==> config.mk <==
export PLATFORM = sky130hd
export DESIGN_NAME = rgb_hue_rotate_top
export DESIGN_NICKNAME = d
export VERILOG_FILES = /design/src/rtl/rhr_pkg.sv /design/src/rtl/rgb_hue_rotate_top.sv
export SDC_FILE = /design/constraint.sdc
export NUM_CORES = 1
export LEC_CHECK = 0
export BUFFER_PORTS_ARGS = -buffer_cell sky130_fd_sc_hd__buf_2
export CORE_MARGIN = 4
export CORE_UTILIZATION = 40
export DETAILED_ROUTE_END_ITERATION = 12
export HOLD_SLACK_MARGIN = 0.03
export PLACE_DENSITY_LB_ADDON = 0.15
export SETUP_SLACK_MARGIN = 0.05
export SYNTH_ARGS = -nofsm -noshare
export SYNTH_HDL_FRONTEND = slang
export SYNTH_SLANG_ARGS = --single-unit
==> constraint.sdc <==
create_clock -name clock -period 13 [get_ports clock]
set_input_delay 1.3 -clock clock [delete_from_list [all_inputs] [get_ports clock]]
set_output_delay 1.3 -clock clock [all_outputs]
set_load 0.005 [all_outputs]
==> src/rtl/rhr_pkg.sv <==
// Package for the RGB hue rotation block: widths, register map and shared types.
// Depends on nothing; used by rgb_hue_rotate_top and the testbench.
`default_nettype none

package rhr_pkg;

   localparam int HUE_FRAC_BITS_DEF = 6;
   localparam int PIX_W             = 8;
   localparam int SHIFT_W           = 15;
   localparam int CSR_ADDR_W        = 3;
   localparam int CSR_DATA_W        = 32;

   localparam logic [0:0] REG_HUE_SHIFT = 1'b0;

   typedef enum logic [1:0] {
      CH_RED,
      CH_GREEN,
      CH_BLUE
   } chan_type;

   typedef struct packed {
      logic [PIX_W-1:0] mx;
      logic [PIX_W-1:0] mn;
      logic [PIX_W-1:0] diff;
      logic [PIX_W-1:0] alpha;
      logic             grey;
      chan_type         chan;
      logic             neg;
   } ctx_type;

endpackage

`default_nettype wire

==> src/rtl/rgb_hue_rotate_top.sv <==
// Top level of the RGB hue rotation block: a fully pipelined hue shift of RGBA pixels.
// Depends on rhr_pkg.
//
//   channel   ports                            handshake
//   request   req_red/green/blue/alpha_in      start high, busy low
//   response  rsp_red/green/blue/alpha_out     rsp_valid strobe, one cycle
//   config    psel, penable, pwrite, paddr...  APB write, pready always high
//
// A new word is taken in every cycle; busy never rises.
// Each word passes through a front stage, one stage for each two quotient bits of the
// hue divider, and six stages for hue wrap, sector, product and reciprocal scaling.
// With six fraction bits the divider has six stages. Reset clears the valid bits and
// the shift register.
`default_nettype none

module rgb_hue_rotate_top #(
   parameter int HUE_FRAC_BITS = rhr_pkg::HUE_FRAC_BITS_DEF
) (
   input  wire                              clock,
   input  wire                              reset,
   input  wire                              start,
   output logic                             busy,
   input  wire  [rhr_pkg::PIX_W-1:0]        req_red_in,
   input  wire  [rhr_pkg::PIX_W-1:0]        req_green_in,
   input  wire  [rhr_pkg::PIX_W-1:0]        req_blue_in,
   input  wire  [rhr_pkg::PIX_W-1:0]        req_alpha_in,
   output logic                             rsp_valid,
   output logic [rhr_pkg::PIX_W-1:0]        rsp_red_out,
   output logic [rhr_pkg::PIX_W-1:0]        rsp_green_out,
   output logic [rhr_pkg::PIX_W-1:0]        rsp_blue_out,
   output logic [rhr_pkg::PIX_W-1:0]        rsp_alpha_out,
   input  wire                              psel,
   input  wire                              penable,
   input  wire                              pwrite,
   input  wire  [rhr_pkg::CSR_ADDR_W-1:0]   paddr,
   input  wire  [rhr_pkg::CSR_DATA_W-1:0]   pwdata,
   output logic [rhr_pkg::CSR_DATA_W-1:0]   prdata,
   output logic                             pready
);
   import rhr_pkg::*;

   localparam int SECTOR = 60 << HUE_FRAC_BITS;
   localparam int TURN   = 360 << HUE_FRAC_BITS;
   localparam int QW     = $clog2(SECTOR + 1);
   localparam int NW     = QW + PIX_W;
   localparam int HW     = $clog2(TURN);
   localparam int DS     = (QW + 1) / 2;
   localparam int CTX_N  = DS + 6;
   localparam int XW     = 12;
   localparam int RECIP  = 17476;
   localparam int RSH    = 18;
   localparam int XMW    = XW + 15;

   function automatic logic [HW-1:0] shift_wrap(input logic [SHIFT_W-1:0] s);
      logic [31:0] v;
      v = 32'(s);
      for (int k = 7; k >= 0; k--) begin
         if ((TURN << k) < (1 << SHIFT_W)) begin
            if (v >= 32'(TURN << k)) begin
               v = v - 32'(TURN << k);
            end
         end
      end
      return HW'(v);
   endfunction

   logic [SHIFT_W-1:0] hue_shift_ff;
   logic [HW-1:0]      shift_mod_ff;
   logic               csr_wr;

   assign pready = 1'b1;
   assign busy   = 1'b0;
   assign csr_wr = psel & penable & pwrite;

   always_ff @(posedge clock) begin
      if (reset) begin
         hue_shift_ff <= '0;
         shift_mod_ff <= '0;
      end else begin
         if (csr_wr && paddr[2] == REG_HUE_SHIFT) begin
            hue_shift_ff <= pwdata[SHIFT_W-1:0];
         end
         shift_mod_ff <= shift_wrap(hue_shift_ff);
      end
   end

   always_comb begin
      prdata = '0;
      if (paddr[2] == REG_HUE_SHIFT) begin
         prdata = CSR_DATA_W'(hue_shift_ff);
      end
   end

   // Front stage: extremes, maximum channel and scaled numerator.
   ctx_type          ctx_ff [0:CTX_N-1];
   logic             vld_ff [0:CTX_N-1];
   ctx_type          ctx_in;
   logic [NW-1:0]    num_in;
   logic [PIX_W-1:0] ea, eb, mag, mx, mn;

   always_comb begin
      mx = req_red_in;
      mn = req_red_in;
      if (req_green_in > mx) mx = req_green_in;
      if (req_blue_in > mx) mx = req_blue_in;
      if (req_green_in < mn) mn = req_green_in;
      if (req_blue_in < mn) mn = req_blue_in;
      priority if (mx == req_red_in) begin
         ctx_in.chan = CH_RED;
         ea = req_green_in;
         eb = req_blue_in;
      end else if (mx == req_green_in) begin
         ctx_in.chan = CH_GREEN;
         ea = req_blue_in;
         eb = req_red_in;
      end else begin
         ctx_in.chan = CH_BLUE;
         ea = req_red_in;
         eb = req_green_in;
      end
      ctx_in.neg   = ea < eb;
      mag          = ctx_in.neg ? eb - ea : ea - eb;
      ctx_in.mx    = mx;
      ctx_in.mn    = mn;
      ctx_in.diff  = mx - mn;
      ctx_in.alpha = req_alpha_in;
      ctx_in.grey  = mx == mn;
      num_in       = NW'(NW'(mag) * NW'(60)) << HUE_FRAC_BITS;
   end

   logic [NW-1:0] rem_ff [0:DS];
   logic [QW-1:0] quo_ff [0:DS];

   always_ff @(posedge clock) begin
      if (reset) begin
         for (int i = 0; i < CTX_N; i++) begin
            vld_ff[i] <= 1'b0;
         end
      end else begin
         vld_ff[0] <= start & ~busy;
         for (int i = 1; i < CTX_N; i++) begin
            vld_ff[i] <= vld_ff[i-1];
         end
      end
   end

   always_ff @(posedge clock) begin
      ctx_ff[0] <= ctx_in;
      rem_ff[0] <= num_in;
      quo_ff[0] <= '0;
      for (int i = 1; i < CTX_N; i++) begin
         ctx_ff[i] <= ctx_ff[i-1];
      end
   end

   // Restoring divider, two quotient bits per stage.
   for (genvar k = 1; k <= DS; k++) begin : g_div
      logic [NW-1:0] rem_in;
      logic [QW-1:0] quo_in;
      always_comb begin
         int j;
         rem_in = rem_ff[k-1];
         quo_in = quo_ff[k-1];
         for (int t = 0; t < 2; t++) begin
            j = QW - 1 - 2 * (k - 1) - t;
            if (j >= 0) begin
               if (rem_in >= (NW'(ctx_ff[k-1].diff) << j)) begin
                  rem_in    = rem_in - (NW'(ctx_ff[k-1].diff) << j);
                  quo_in[j] = 1'b1;
               end
            end
         end
      end
      always_ff @(posedge clock) begin
         rem_ff[k] <= rem_in;
         quo_ff[k] <= quo_in;
      end
   end

   // Hue in one turn, then shifted and wrapped.
   logic [HW:0]   hp_ff, hp_in, base;
   logic [HW+1:0] hs;
   logic [HW-1:0] h2_ff, h2_in;

   always_comb begin
      unique case (ctx_ff[DS].chan)
         CH_GREEN: base = (HW+1)'(2 * SECTOR);
         CH_BLUE:  base = (HW+1)'(4 * SECTOR);
         default:  base = '0;
      endcase
      if (ctx_ff[DS].neg) begin
         hp_in = base + (HW+1)'(TURN) - (HW+1)'(quo_ff[DS]);
      end else begin
         hp_in = base + (HW+1)'(quo_ff[DS]);
      end
      hs = (HW+2)'(hp_ff) + (HW+2)'(shift_mod_ff);
      priority if (hs >= (HW+2)'(2 * TURN)) begin
         h2_in = HW'(hs - (HW+2)'(2 * TURN));
      end else if (hs >= (HW+2)'(TURN)) begin
         h2_in = HW'(hs - (HW+2)'(TURN));
      end else begin
         h2_in = HW'(hs);
      end
   end

   // Sector, position, and product with the chroma.
   logic [2:0]    sec_in, sec_c_ff, sec_d_ff, sec_e_ff;
   logic [HW-1:0] frac;
   logic [QW-1:0] pos_in, pos_ff;
   logic [NW-1:0] prod_ff;
   logic [XW-1:0] x_in, x_ff;
   logic [XMW-1:0] xm_ff;

   always_comb begin
      sec_in = 3'd0;
      for (int s = 1; s < 6; s++) begin
         if (h2_ff >= HW'(s * SECTOR)) begin
            sec_in = 3'(s);
         end
      end
      frac   = h2_ff - HW'(HW'(sec_in) * HW'(SECTOR));
      pos_in = sec_in[0] ? QW'(SECTOR) - QW'(frac) : QW'(frac);
      x_in   = XW'(prod_ff >> (HUE_FRAC_BITS + 2));
   end

   always_ff @(posedge clock) begin
      hp_ff    <= hp_in;
      h2_ff    <= h2_in;
      sec_c_ff <= sec_in;
      pos_ff   <= pos_in;
      sec_d_ff <= sec_c_ff;
      prod_ff  <= NW'(ctx_ff[DS+3].diff) * NW'(pos_ff);
      sec_e_ff <= sec_d_ff;
      x_ff     <= x_in;
      xm_ff    <= XMW'(x_in) * XMW'(RECIP);
   end

   // Quotient by fifteen with one correction step, then the channel order.
   logic [PIX_W-1:0] q0, mid;
   logic [XW-1:0]    rr;
   logic [PIX_W-1:0] ro, go, bo;
   ctx_type          ce;

   always_comb begin
      ce  = ctx_ff[DS+5];
      q0  = PIX_W'(xm_ff >> RSH);
      rr  = x_ff - XW'(XW'(q0) * XW'(15));
      mid = ce.mn + q0 + PIX_W'(rr >= XW'(15));
      unique case (sec_e_ff)
         3'd0:    begin ro = ce.mx; go = mid;   bo = ce.mn; end
         3'd1:    begin ro = mid;   go = ce.mx; bo = ce.mn; end
         3'd2:    begin ro = ce.mn; go = ce.mx; bo = mid;   end
         3'd3:    begin ro = ce.mn; go = mid;   bo = ce.mx; end
         3'd4:    begin ro = mid;   go = ce.mn; bo = ce.mx; end
         default: begin ro = ce.mx; go = ce.mn; bo = mid;   end
      endcase
      if (ce.grey) begin
         ro = ce.mx;
         go = ce.mx;
         bo = ce.mx;
      end
   end

   logic rsp_valid_ff;
   logic [PIX_W-1:0] red_ff, green_ff, blue_ff, alpha_ff;

   always_ff @(posedge clock) begin
      if (reset) begin
         rsp_valid_ff <= 1'b0;
      end else begin
         rsp_valid_ff <= vld_ff[DS+5];
      end
      red_ff   <= ro;
      green_ff <= go;
      blue_ff  <= bo;
      alpha_ff <= ce.alpha;
   end

   assign rsp_valid     = rsp_valid_ff;
   assign rsp_red_out   = red_ff;
   assign rsp_green_out = green_ff;
   assign rsp_blue_out  = blue_ff;
   assign rsp_alpha_out = alpha_ff;

endmodule

`default_nettype wire

-- Yosys cells after proc, flatten, opt, wreduce, memory -nomap -nowiden
Memory sizes are Yosys's and may differ from the RTL's. A register that Yosys moved wholly into a read port is not among the register bits.
Cells that the tools add are included.
- equal/unequal tests: 9
- $add $sub $neg: 27
- multipliers: 5
- reductions and logical operators: 8
- mux-type cells: 68
- bitwise operators: 15
- magnitude comparators: 26
- operator list (cell ; number):
    two-way mux 20 bit ; 12
    two-way mux 8 bit ; 12
    two-way mux 15 bit ; 4
    case mux 8 bit (2 select lines) ; 3
    >= comparator 15 x 14 -> 1 bit, second input constant ; 2
    >= comparator 15 bit, second input constant ; 2
    subtractor 15 bit, second input constant ; 2
    two-way mux 1 bit ; 28
    case mux 14 bit (2 select lines) ; 1
    equality test 8 bit ; 3
    < comparator 8 bit ; 3
    multiplier 12 x 13 -> 24 bit, second input constant ; 1
    multiplier 8 x 4 -> 12 bit, second input constant ; 2
    subtractor 12 bit ; 2
    subtractor 8 bit ; 3
    >= comparator 20 x 10 -> 1 bit ; 1
    >= comparator 20 x 11 -> 1 bit ; 1
    >= comparator 20 x 12 -> 1 bit ; 1
    >= comparator 20 x 13 -> 1 bit ; 1
    >= comparator 20 x 14 -> 1 bit ; 1
    >= comparator 20 x 15 -> 1 bit ; 1
    >= comparator 20 x 16 -> 1 bit ; 1
    >= comparator 20 x 17 -> 1 bit ; 1
    >= comparator 20 x 18 -> 1 bit ; 1
    other kinds (46) ; 69
- word-level logic and storage cells: 177
- memories: 4
- bits of input ports: 73
- register bits after elaboration: 170
- output and inout port bits: 67
- RAM bits: 668
- memory list (name ; words ; width ; rd ports ; clocked after memory_dff ; write ports ; RTL line ; source):
    ctx_ff ; 12 ; 36 ; 12 ; 0 ; 12 ; rgb_hue_rotate_top.sv:95 ; ctx_type ctx_ff [0:CTX_N-1];
    rem_ff ; 7 ; 20 ; 6 ; 0 ; 7 ; rgb_hue_rotate_top.sv:131 ; logic [NW-1:0] rem_ff [0:DS];
    quo_ff ; 7 ; 12 ; 7 ; 0 ; 7 ; rgb_hue_rotate_top.sv:132 ; logic [QW-1:0] quo_ff [0:DS];
    vld_ff ; 12 ; 1 ; 12 ; 1 ; 12 ; rgb_hue_rotate_top.sv:96 ; logic vld_ff [0:CTX_N-1];

-- Longest topological paths before layout
- depth in word-level cells: 10
- gate-level depth with buffers: 49
- mapped depth without buffers: 47

-- Worst setup path after synthesis
OpenSTA, ideal clock, no wires.
- kind: in2reg
- from: in req_red_in[6] in the netlist's numbering
- to: mem rem_ff[0][19] in the netlist's numbering
- setup slack: 3.215 ns
- arrival: 9.713 ns
- setup time: 0.072 ns
- cell stages on the path: 44
- path buffers: 4
- data required time: 12.928 ns
- cell sequence: clkbuf_1 inv_1 ha_1 nand4_1 o21bai_1 a21oi_1 clkbuf_1 nor2_1 a21oi_1 ha_1 a21o_1 a21o_1 a21oi_1 a21o_1 buf_2 a211oi_1 o41ai_2 buf_2 (+8 left out) a21oi_1 o21a_1 nor2_4 mux2i_1 o22ai_1 a311o_1 xnor2_2 inv_1 fa_1 fa_1 inv_1 ha_1 nor2b_1 o21a_1 o21ai_0 nand2b_1 a21oi_1 xnor2_1
- RTL lines (what ; RTL line ; source):
    from (decl) ; rgb_hue_rotate_top.sv:23 ; input wire [rhr_pkg::PIX_W-1:0] req_red_in,
    to (decl) ; rgb_hue_rotate_top.sv:131 ;

==> reports/qor.yml <==
status: "complete, no violations"
ctsLongestPathBuffers: 3
reg2reg_slack_ns: 6.67
synth_top_cell_area_share_pct: 42.7
cts_buffers: 69
grt_pass1_vias: 22300
min-delay-start: "ctx_ff[5][32]$_DFF_P_"
post_drt_wl_per_cell_um: 14.8
nNetsFinal: 3837
drt_iter0_drc: 856
routabilityCongestion: 0.850
dr.pass1.iters: 6
finalSetupTns_ns: 0
setup_viol: 0
grt_pass1_wl_um: 111000
r2r-end: "rsp_red_out[7]$_DFF_P_"
async_flop_share_pct: 0
ys_seq_area_share_pct: 42.7
grt.total_usage_pct: 15.4
start_util_pct: 40.5
cts-htree-levels: 3
antennaDiodeCount: 0
period_share_pct: 81.8
grt_start_max_net_pins: 44
crit_fanout: 21
tightest_slew_ns: 1.19
clock-sinks: 686
clock_latency_ns: 0.59
antenna_left: 0
cts_root_buf: "clkbuf_16"
crit_top_cell: "a21oi_1"
cp_slowest_cell: "o41ai_4"
yosysWarnings: 0
max_cap_viol_count: 0
r2r-start: "xm_ff[18]$_DFF_P_"
std_cell_rows: 103
wirelength_um: 65800
hpwl_um: 51900
grt_antenna_before_repair: 0
synth_top_flop_cell: "dfxtp_1"
port_buffers: 101
post_cts_buffers: 0
vias: 21900
cp.arrival_ns: 11.15
vias_per_cell: 4.91
slowest_delay_ns: 0.70
slew_headroom_pct: 20.0
avgSynthCellArea_um2: 9.89
drive_above_1_share_pct: 8.99
worstPathRequired_ns: 13.52
cts_tree: "done"
hp-class: "flop to flop"
slew_viol_final: 0
fp.dieW_um: 292
crit_type: "input port to flop"
yosys.area.top_type: "dfxtp_1"
crit_family: "compound AO/OA/AOI/OAI gates"
reg2reg_depth: 26
path_buf_inv: 6
synthToLayoutAreaGrowth_pct: 11.8
netlist_area_mm2: 0.0322
ys_types: 98
max_freq_mhz: 94.1
postCtsHoldBufs: 0
synth_area_leaders: "dfxtp_1, ha_1, fa_1"
cts.reportedPaths.clkPinSlew_ns: 0.07
io_pins: 140
fin_crit_ns: 10.63
start_kind: "input port"
drcViolationCount: 0
coreArea_mm2: 0.0794
chipHeight_um: 292
timing.hold.ws_ns: 0.318
synth-edff-count: 0
die_area_mm2: 0.0850
ys_ff_latch: 686
holdPathStages: 0
cp-end-kind: "flop"
skew_ns: 0.0217
grt_setup_unrepaired: "false"
hold_violations: 0
grt-ovfl-total: 0
syn_inst: 3251
cts.repair.resized: 0
holdPathEnd: "ctx_ff[5][68]$_DFF_P_"
-- Yosys cell counts, types with 6 or more instances --
cell	instances
nor3_1	51
a211o_1	7
buf_4	20
xnor2_1	132
o211ai_1	14
mux2_2	33
nand2b_1	27
xor2_1	67
a31oi_1	11
nand4_1	31
nand3b_1	6
o21ai_1	12
a22oi_1	17
o22ai_1	8
and2_1	62
o31a_1	8
o21ai_0	111
nand2_1	192
a211oi_1	18
or4_1	6
or2_2	8
buf_2	13
nor2_1	220
nor2b_1	79
or3_1	13
nor3_2	6
dfxtp_1	686
clkbuf_1	54
o31ai_1	16
inv_1	340
a21oi_1	214
a21boi_0	14
and3_1	12
ha_1	297
nand3_1	42
fa_1	114
a21o_1	66
nor4_1	19
o21a_1	32
o21bai_1	31
mux2i_1	27
-- placed cells by master (no fill, tap or decap), types with 32 or more instances in the layout --
| cell | n |
|---|---|
| dfxtp_1 | 686 |
| inv_1 | 340 |
| ha_1 | 297 |
| nor2_1 | 220 |
| a21oi_1 | 213 |
| nand2_1 | 192 |
| xnor2_1 | 132 |
| fa_1 | 114 |
| o21ai_0 | 111 |
| buf_2 | 101 |
| nor2b_1 | 79 |
| clkbuf_16 | 70 |
| xor2_1 | 67 |
| a21o_1 | 66 |
| and2_1 | 62 |
| nor3_1 | 51 |
| nand3_1 | 42 |
| mux2_2 | 33 |
| o21a_1 | 32 |
-- logic make-up after synthesis --
logic type	after synthesis	synth area share, %
AND/OR/NAND/NOR	803	12.5
AO/OA/AOI/OAI	644	12.9
flip-flops	686	42.7
adder cells (fa/ha/maj)	414	18.7
XOR/XNOR	201	5.54
other	2	0.0234
multiplexers	65	2.17
buffers and inverters	436	5.40
-- layer usage --
layer  routed length (um)  up-vias  share of wire, %  global-route usage [%]
met5                    0        -                 0                       0
met4                 1730        0               2.6                    4.91
met3                 2420      102               3.7                    2.46
met2                32800      357                50                    27.9
met1                28900    10300                44                    18.8
li1                     -    11100                 -                       -
-- through the flow --
stage	utilization (%)	instances	setup WS, ns	instance area [um2]
6_report	45.3	4454	2.37	35900
5_1_grt	45.3	4454	1.54	35900
4_1_cts	45.3	4454	2.38	35900
3_5_place_dp	42.4	4332	1.73	33600
3_3_place_gp	42.4	4332	1.87	33600
2_1_floorplan	-	3268	3.21	32200
-- flip-flops by register name, summed over array words and instances, names as in the netlist, 12 cells and up --
signal,flops
ctx_ff,401
rem_ff,84
hp_ff,16
quo_ff,42
shift_mod_ff,15
x_ff,12
vld_ff,12
pos_ff,12
prod_ff,12
hue_shift_ff,15
h2_ff,15
-- worst max-delay path by stage --
| stage | from | end | slack (ns) | depth (start not counted) |
|---|---|---|---|---|
| finish | req_red_in[1] | rem_ff[0][19]$_DFF_P_ | 2.37 | 45 |
| global route | req_red_in[1] | rem_ff[0][19]$_DFF_P_ | 1.54 | 46 |
| floorplan | req_red_in[6] | rem_ff[0][19]$_DFF_P_ | 3.21 | 44 |
| global placement | req_red_in[1] | rem_ff[0][19]$_DFF_P_ | 1.87 | 46 |
| CTS | req_red_in[1] | rem_ff[0][19]$_DFF_P_ | 2.38 | 45 |
| detailed placement | req_red_in[1] | rem_ff[0][19]$_DFF_P_ | 1.73 | 45 |
-- cell type report --
cell class              count  area, um2
multi-input cells        2146      16800
inverters                 343       1290
fillers                  7592      43400
clock buffers              87       1900
flip-flops and latches    686      13700
repair buffers            107        551
clock inverters            35        398
well taps                1050       1310
Power is left out: the tool's default activity adds up to more than one toggle a clock period on the data nets, which glitch-free logic cannot reach.
